`config.mk`:
```
export PLATFORM = sky130hd
export DESIGN_NAME = streaming_pattern_replace_core
export DESIGN_NICKNAME = d
export VERILOG_FILES = /design/src/spr_pkg.sv /design/src/streaming_pattern_replace_core.sv
export SDC_FILE = /design/constraint.sdc
export NUM_CORES = 1
export LEC_CHECK = 0
export ABC_CLOCK_PERIOD_IN_PS = 12100
export BUFFER_PORTS_ARGS = -buffer_cell sky130_fd_sc_hd__buf_4
export CAP_MARGIN = 20
export CORE_AREA = 2 2 223 279
export CTS_BUF_LIST = sky130_fd_sc_hd__clkbuf_2 sky130_fd_sc_hd__clkbuf_4 sky130_fd_sc_hd__clkbuf_8
export DETAILED_ROUTE_END_ITERATION = 6
export DIE_AREA = 0 0 225 281
export PLACE_DENSITY = 0.65
export RECOVER_POWER = 25
export SYNTH_ARGS = -nofsm -noshare
export SYNTH_HDL_FRONTEND = slang
export SYNTH_SLANG_ARGS = --single-unit
```
`constraint.sdc`:
```
create_clock -name clk -period 12.1 [get_ports clk]
set_clock_uncertainty 0.05 [all_clocks]
set_input_delay 1.815 -clock clk [delete_from_list [all_inputs] [get_ports clk]]
set_output_delay 1.815 -clock clk [all_outputs]
set_load 0.03 [all_outputs]
```
`src/spr_pkg.sv`:
```
package spr_pkg;

    localparam int BYTE_W      = 8;
    localparam int COUNT_W     = 32;
    localparam int CFG_DATA_W  = 64;
    localparam int CFG_INDEX_W = 3;
    localparam int LEN_REG_W   = 5;

    typedef logic [BYTE_W-1:0]  byte_t;
    typedef logic [COUNT_W-1:0] count_t;

    // configuration register map
    typedef enum logic [CFG_INDEX_W-1:0] {
        REG_PATTERN_LENGTH = 3'd0,
        REG_PATTERN_LOW    = 3'd1,
        REG_PATTERN_HIGH   = 3'd2,
        REG_REPLACE_LOW    = 3'd3,
        REG_REPLACE_HIGH   = 3'd4,
        REG_MAX_REPLACES   = 3'd5,
        REG_COUNT_ONLY     = 3'd6
    } cfg_reg_t;

    // one result as held in the output register
    typedef struct packed {
        byte_t  data;
        logic   last;
        count_t count;
    } result_t;

endpackage

```
`src/streaming_pattern_replace_core.sv`:
```
// Byte stream search and replace. Bytes enter on the s_axis side and leave in
// order on the m_axis side; every position where the last pattern_length
// bytes equal the programmed search pattern is a hit (leftmost first, hits
// never overlap), and in replace mode the hit bytes leave as the replacement
// pattern, while count mode leaves them untouched. The request with tlast set
// ends the buffer: the bytes still held in the window are flushed, the last
// output request carries tlast and the saturating hit count in tdata[39:8]
// (zero on all other requests), and the block starts fresh. Rate: one byte
// per cycle in steady state while the output accepts, set by the window compare
// between the input register and the output register. Bytes still in the window
// at the end of a buffer (up to pattern_length - 1) leave before the next buffer
// starts, and after pattern_length is lowered in the middle of a buffer the window
// drains down to one byte below the new length (empty for a zero length), one byte
// per cycle while the output accepts, before the next byte enters.
// Configuration is written through cfg_write_en / cfg_index / cfg_data while
// no request is in flight; writes do not disturb the window.
module streaming_pattern_replace_core
    import spr_pkg::*;
#(
    parameter int PATTERN_MAX = 16
)
(
    input  logic                   clk,
    input  logic                   rst_n,

    // configuration write port
    input  logic                   cfg_write_en,
    input  logic [CFG_INDEX_W-1:0] cfg_index,
    input  logic [CFG_DATA_W-1:0]  cfg_data,

    // input byte stream
    input  logic                   s_axis_tvalid,
    output logic                   s_axis_tready,
    input  logic [7:0]             s_axis_tdata,   // [7:0] in_byte
    input  logic                   s_axis_tlast,   // in_last

    // output byte stream
    output logic                   m_axis_tvalid,
    input  logic                   m_axis_tready,
    output logic [39:0]            m_axis_tdata,   // [7:0] out_byte, [39:8] hit_count
    output logic                   m_axis_tlast    // out_last
);

    // window index and fill widths follow from the window depth
    localparam int IDX_W  = (PATTERN_MAX > 1) ? $clog2(PATTERN_MAX) : 1;
    localparam int FILL_W = $clog2(PATTERN_MAX + 1);
    localparam int SKIP_W = IDX_W;

    // configuration registers
    logic [LEN_REG_W-1:0] pattern_length_reg;
    byte_t                pattern_reg [PATTERN_MAX];
    byte_t                replace_reg [PATTERN_MAX];
    count_t               max_replaces_reg;
    logic                 count_only_reg;

    // input register (skid between the input side and the window logic)
    logic                 in_valid_reg, in_valid_next;
    byte_t                in_byte_reg;
    logic                 in_last_reg;

    // window state, oldest byte in entry 0
    byte_t                window_reg [PATTERN_MAX];
    byte_t                window_next [PATTERN_MAX];
    logic [FILL_W-1:0]    fill_reg, fill_next;
    logic [SKIP_W-1:0]    skip_reg, skip_next;
    count_t               hits_reg, hits_next;
    logic                 flush_reg, flush_next;

    // output register
    logic                 out_valid_reg, out_valid_next;
    result_t              out_reg, out_next;

    // window datapath
    logic [FILL_W-1:0]    len_eff;
    logic [FILL_W-1:0]    len_m1;
    logic [FILL_W-1:0]    fill_push;
    byte_t                cand [PATTERN_MAX];
    byte_t                modified [PATTERN_MAX];
    logic [PATTERN_MAX-1:0] byte_ok;
    logic                 match;
    logic                 limit_hit;
    logic                 do_check;
    logic                 do_pop;
    logic                 hit;
    count_t               hits_inc;

    // step control
    logic                 out_free;
    logic                 drain_need;
    logic                 proc_fire;
    logic                 drain_fire;
    logic                 flush_fire;
    logic                 pop_last;

    //--------------------------------------------------------------------
    // configuration
    //--------------------------------------------------------------------
    always_ff @(posedge clk or negedge rst_n)
    begin
        if (!rst_n)
        begin
            pattern_length_reg <= '0;
            max_replaces_reg   <= '0;
            count_only_reg     <= 1'b0;
            for (int i = 0; i < PATTERN_MAX; i++)
            begin
                pattern_reg[i] <= '0;
                replace_reg[i] <= '0;
            end
        end
        else if (cfg_write_en)
        begin
            case (cfg_index)
                REG_PATTERN_LENGTH: pattern_length_reg <= cfg_data[LEN_REG_W-1:0];
                REG_PATTERN_LOW:
                begin
                    for (int i = 0; i < PATTERN_MAX; i++)
                    begin
                        if (i < 8)
                        begin
                            pattern_reg[i] <= cfg_data[8*(i & 7) +: 8];
                        end
                    end
                end
                REG_PATTERN_HIGH:
                begin
                    for (int i = 0; i < PATTERN_MAX; i++)
                    begin
                        if (i >= 8)
                        begin
                            pattern_reg[i] <= cfg_data[8*(i & 7) +: 8];
                        end
                    end
                end
                REG_REPLACE_LOW:
                begin
                    for (int i = 0; i < PATTERN_MAX; i++)
                    begin
                        if (i < 8)
                        begin
                            replace_reg[i] <= cfg_data[8*(i & 7) +: 8];
                        end
                    end
                end
                REG_REPLACE_HIGH:
                begin
                    for (int i = 0; i < PATTERN_MAX; i++)
                    begin
                        if (i >= 8)
                        begin
                            replace_reg[i] <= cfg_data[8*(i & 7) +: 8];
                        end
                    end
                end
                REG_MAX_REPLACES:   max_replaces_reg <= cfg_data[COUNT_W-1:0];
                REG_COUNT_ONLY:     count_only_reg   <= cfg_data[0];
                default:            ;
            endcase
        end
    end

    // pattern length clamps to the window depth
    assign len_eff = (pattern_length_reg > LEN_REG_W'(PATTERN_MAX))
                   ? FILL_W'(PATTERN_MAX)
                   : pattern_length_reg[FILL_W-1:0];
    assign len_m1  = len_eff - FILL_W'(1);

    //--------------------------------------------------------------------
    // step selection
    //--------------------------------------------------------------------
    // a result register that empties this cycle can take a new byte
    assign out_free   = !out_valid_reg || m_axis_tready;
    // bytes left over from a longer pattern leave before the next one enters
    assign drain_need = (fill_reg != '0) && (fill_reg >= len_eff);

    assign flush_fire = flush_reg && out_free;
    assign drain_fire = !flush_reg && in_valid_reg && drain_need && out_free;
    assign proc_fire  = !flush_reg && in_valid_reg && !drain_need && out_free;

    assign s_axis_tready = !in_valid_reg || proc_fire;

    //--------------------------------------------------------------------
    // window compare
    //--------------------------------------------------------------------
    assign fill_push = fill_reg + FILL_W'(1);
    assign do_check  = (len_eff != '0) && (fill_push == len_eff);
    assign do_pop    = (len_eff == '0) || do_check;
    assign limit_hit = (max_replaces_reg != '0) && (hits_reg >= max_replaces_reg);

    always_comb
    begin
        for (int i = 0; i < PATTERN_MAX; i++)
        begin
            // the new byte lands at the fill position
            cand[i]    = (fill_reg == FILL_W'(i)) ? in_byte_reg : window_reg[i];
            byte_ok[i] = (FILL_W'(i) >= len_eff) || (cand[i] == pattern_reg[i]);
        end
    end

    assign match    = &byte_ok;
    assign hit      = do_check && (skip_reg == '0) && !limit_hit && match;
    assign hits_inc = hit ? ((hits_reg == '1) ? hits_reg : hits_reg + COUNT_W'(1))
                          : hits_reg;

    always_comb
    begin
        for (int i = 0; i < PATTERN_MAX; i++)
        begin
            if (hit && !count_only_reg && (FILL_W'(i) < len_eff))
            begin
                modified[i] = replace_reg[i];
            end
            else
            begin
                modified[i] = cand[i];
            end
        end
    end

    //--------------------------------------------------------------------
    // next state
    //--------------------------------------------------------------------
    always_comb
    begin
        window_next    = window_reg;
        fill_next      = fill_reg;
        skip_next      = skip_reg;
        hits_next      = hits_reg;
        flush_next     = flush_reg;
        out_valid_next = out_valid_reg && !m_axis_tready;
        out_next       = out_reg;
        pop_last       = 1'b0;

        if (flush_fire)
        begin
            // end of buffer: one held byte per cycle while the output accepts, the final one carries the count
            out_valid_next = 1'b1;
            out_next.data  = window_reg[0];
            out_next.last  = 1'b0;
            out_next.count = '0;
            for (int i = 0; i < PATTERN_MAX - 1; i++)
            begin
                window_next[i] = window_reg[i+1];
            end
            fill_next = fill_reg - FILL_W'(1);
            if (fill_reg == FILL_W'(1))
            begin
                pop_last       = 1'b1;
                out_next.last  = 1'b1;
                out_next.count = hits_reg;
                hits_next      = '0;
                skip_next      = '0;
                flush_next     = 1'b0;
            end
        end
        else if (drain_fire)
        begin
            // unchecked byte beyond a lowered length, still uses up a skip
            out_valid_next = 1'b1;
            out_next.data  = window_reg[0];
            out_next.last  = 1'b0;
            out_next.count = '0;
            for (int i = 0; i < PATTERN_MAX - 1; i++)
            begin
                window_next[i] = window_reg[i+1];
            end
            fill_next = fill_reg - FILL_W'(1);
            if (skip_reg != '0)
            begin
                skip_next = skip_reg - SKIP_W'(1);
            end
        end
        else if (proc_fire)
        begin
            hits_next = hits_inc;
            if (hit)
            begin
                skip_next = len_m1[SKIP_W-1:0];
            end
            else if (do_check && (skip_reg != '0))
            begin
                skip_next = skip_reg - SKIP_W'(1);
            end

            if (do_pop)
            begin
                out_valid_next = 1'b1;
                out_next.data  = modified[0];
                out_next.last  = 1'b0;
                out_next.count = '0;
                for (int i = 0; i < PATTERN_MAX - 1; i++)
                begin
                    window_next[i] = modified[i+1];
                end
                fill_next = fill_reg;
            end
            else
            begin
                window_next = modified;
                fill_next   = fill_push;
            end

            if (in_last_reg)
            begin
                if (do_pop && (fill_reg == '0))
                begin
                    // nothing left behind: this byte closes the buffer
                    pop_last       = 1'b1;
                    out_next.last  = 1'b1;
                    out_next.count = hits_inc;
                    hits_next      = '0;
                    skip_next      = '0;
                    fill_next      = '0;
                end
                else
                begin
                    flush_next = 1'b1;
                end
            end
        end
    end

    always_comb
    begin
        in_valid_next = in_valid_reg && !proc_fire;
        if (s_axis_tvalid && s_axis_tready)
        begin
            in_valid_next = 1'b1;
        end
    end

    //--------------------------------------------------------------------
    // registers
    //--------------------------------------------------------------------
    always_ff @(posedge clk or negedge rst_n)
    begin
        if (!rst_n)
        begin
            in_valid_reg  <= 1'b0;
            fill_reg      <= '0;
            skip_reg      <= '0;
            hits_reg      <= '0;
            flush_reg     <= 1'b0;
            out_valid_reg <= 1'b0;
        end
        else
        begin
            in_valid_reg  <= in_valid_next;
            fill_reg      <= fill_next;
            skip_reg      <= skip_next;
            hits_reg      <= hits_next;
            flush_reg     <= flush_next;
            out_valid_reg <= out_valid_next;
        end
    end

    always_ff @(posedge clk)
    begin
        if (s_axis_tvalid && s_axis_tready)
        begin
            in_byte_reg <= s_axis_tdata;
            in_last_reg <= s_axis_tlast;
        end
        window_reg <= window_next;
        out_reg    <= out_next;
    end

    assign m_axis_tvalid = out_valid_reg;
    assign m_axis_tdata  = {out_reg.count, out_reg.data};
    assign m_axis_tlast  = out_reg.last;

    //--------------------------------------------------------------------
    // checks
    //--------------------------------------------------------------------
    // closing a buffer leaves a clean window behind
    assert property (@(posedge clk) disable iff (!rst_n)
        pop_last |=> (fill_reg == '0 && skip_reg == '0 && hits_reg == '0))
    else $error("window not cleared after end of buffer");

    // the count only travels with the end-of-buffer byte
    assert property (@(posedge clk) disable iff (!rst_n)
        (m_axis_tvalid && !m_axis_tlast) |-> (m_axis_tdata[39:8] == '0))
    else $error("hit count on a byte that does not end the buffer");

    // a mid-buffer byte that pushes out the oldest keeps the fill level
    assert property (@(posedge clk) disable iff (!rst_n)
        (proc_fire && do_pop && !in_last_reg) |=> $stable(fill_reg))
    else $error("fill level moved on a steady-state byte");

endmodule

```
==> flow_summary.ini <==
[pwr]
p_leak_nw = 13.71
seq_power_share_pct = 40.9
clockPowerShare_pct = 24.0
net-switching-power_mw = 2.919
vdd_ir_drop_max_mv = 0.1321
power_mw = 7.353
share_comb_of_total_power_pct = 35.1
swShare_pct = 39.70
cellInternalPower_mw = 4.434
power_density_nw_per_um2 = 222.9

[floorplan]
dieArea_um2 = 63230
start_util_pct = 48.60
core_area_um2 = 60530
fp-row-count = 101
io_pins = 124
die_h_um = 281
die_x_um = 225

[drt]
drc = 0
dr.pass1.iters = 7
vias = 25014
drt_iter0_drc = 2551
wl_per_cell_um = 28.74
finalWirelength_um = 109100
drt.antenna.violating_nets = 0
viasPerCell = 6.590

[yosys]
synth_edf_count = 178
yosys.area.top_type_share_pct = 28.75
synth_area_um2 = 29420
synth_top_area_cell = dfrtp_1
synth_nets = 3004
ys_async_sr_fraction_pct = 65.50
synthCells = 2875
synth_common_cells = 338 x dfrtp_1, 283 x nand2_1, 275 x mux2_2
synth_seq_cells = 516
synth.avg_cell_area_um2 = 10.23
synth.area.top_cells = dfrtp_1 29%, edfxtp_1 18%, mux2_2 11%
ys_seq_area_share_pct = 46.92
synth_top_flop_cell = dfrtp_1
synth.distinct_cells = 96
yosys_warnings = 0
synth.most_common_cell = dfrtp_1

[worst_setup_path]
crit_path_start = rst_n
crit_required_ps = 12160
crit_path_max_incr_delay_ps = 3240
crit_top_cell = clkbuf_1
cp.buffers_inverters = 2
endpoint = pattern_reg[79]$_DFFE_PN0P_
rr_startpoint = fill_reg[2]$_DFFE_PN0P_
r2r-end = m_axis_tdata[21]$_DFFE_PP_
cp_max_fo = 75
arrival_ps = 7630
cp-start-kind = input port
crit_path_cell_trace = clkbuf_1, clkbuf_1
critical_path_depth = 2
end_kind = asynchronous set/reset pin
worstSetupPathType = in -> async
r2r_slack_ps = 5690
cpLargestDelayFamily = buffers and inverters
worstRegToRegCells = 13
slowest_stage = clkbuf_1

[global_routing]
grt_overflow = 0
antenna_found_initial = 2
grt_pass1_wl_um = 160100
grt_usage_pct = 34.29
grt_max_degree = 87
grt_pass1_vias = 24869

[clocking]
clkTransAtPathRegs_ps = 60
cts_hold_buf = 0
cts_made_buffers = 87
htree_levels = 3
tritoncts = yes
cts_buffer_depth = 3
cts_resized = 0
clock_latency_ps = 730
postCtsSetupBuffers = 0
cts.sinks = 516
cts_root_buf = clkbuf_8

[timing]
relSlewSlack_pct = -219.6
post-route-min-period_ps = 7571
tightest_slew_ps = 4793
setup_violations = 0
finalMaxSlewViolations = 165
rsz0062_at_grt = false
setup_tns_ps = 0
max_freq_mhz = 132.1
hold_viol = 0
post-route-period-util_pct = 62.57

[status]
run_status = complete, but fails checks
violations = capacitance limit, slew limit

[place]
hpwl_um = 74150
numPortBuffers = 123
gp_congestion = 0.9559

[finish]
fill_cells = 5388
area_growth_pct = 12.14
drive_above_1_share_pct = 21.95
final_nets = 3076

[flow_run]
cap_violations = 3

[hold_path]
hold_class = reg -> reg
worstHoldPathCells = 1
-- area by class of cell --
class	instances	area [um2]	share of cell area [%]
Multi-Input combinational cell	2013	14280	43.28
Sequential cell	516	13800	41.84
Clock buffer	147	1873	5.678
Timing Repair Buffer	179	1374	4.165
Tap cell	772	965.9	2.928
Inverter	150	568.0	1.722
Clock inverter	16	120.1	0.3641
Antenna cell	3	7.507	0.02276
-- metrics by stage --
stage	instances	hold slack [ps]	area, um2	util, %	setup WS [ps]
after detailed placement	3627	436.9	30940	51.12	5905
after CTS	3790	449.2	32940	54.41	5873
final	3796	450.9	32990	54.50	4529
after floorplan	2875	421.6	29420	-	6158
after global routing	3794	466.7	32980	54.49	3490
after global placement	3627	432.9	30940	51.12	6133
-- routing by layer --
layer / share of wire [%] / global-route usage [%] / vias up
met3: 7.4 / 6.409 / 378
met2: 49 / 57.81 / 1336
met4: 6.6 / 21.41 / 2
li1: - / - / 10882
met5: 0.012 / 0 / -
met1: 37 / 40.36 / 12416
-- worst min path at each step --
stage / startpoint / end / slack, ps
after floorplan: replace_reg[32]$_DFFE_PN0P_ / replace_reg[32]$_DFFE_PN0P_ / 420
after global placement: replace_reg[84]$_DFFE_PN0P_ / replace_reg[84]$_DFFE_PN0P_ / 430
after detailed placement: replace_reg[84]$_DFFE_PN0P_ / replace_reg[84]$_DFFE_PN0P_ / 440
after CTS: replace_reg[84]$_DFFE_PN0P_ / replace_reg[84]$_DFFE_PN0P_ / 450
after global routing: replace_reg[84]$_DFFE_PN0P_ / replace_reg[84]$_DFFE_PN0P_ / 470
final: replace_reg[27]$_DFFE_PN0P_ / replace_reg[27]$_DFFE_PN0P_ / 450
-- placed cells by master, fill, tap and decap left out, types with 64 or more instances in the layout --
| cell | instances |
|---|---|
| a21oi_1 | 140 |
| o21ai_0 | 222 |
| o211ai_1 | 64 |
| buf_4 | 160 |
| nand2_1 | 283 |
| clkbuf_8 | 123 |
| edfxtp_1 | 178 |
| nor2_1 | 138 |
| dfrtp_1 | 338 |
| mux2i_1 | 64 |
| inv_1 | 146 |
| mux2_2 | 275 |
-- power by group through the flow --
stage	logic [mW]	clock network [mW]	registers, mW
after detailed placement	2.52	0	3.01
after floorplan	1.62	0	2.89
after CTS	2.53	1.78	2.99
after global routing	2.76	1.87	3.04
final	2.58	1.76	3.01
after global placement	2.47	0	3.00
-- kinds of logic (layout without fill, tap and decap cells) --
kind of cell / count (synthesis) / in the layout / share of synthesized area, %
compound gates: 788 / 788 / 17.95
xor+xnor: 78 / 78 / 2.373
fa+ha+maj: 48 / 48 / 2.042
buf+inv: 346 / 492 / 4.717
flops: 516 / 516 / 46.92
mux: 341 / 341 / 12.79
other cells: 0 / 3 / 0
simple gates: 758 / 758 / 13.20
Note: power is estimated with default switching activity, not from simulation.
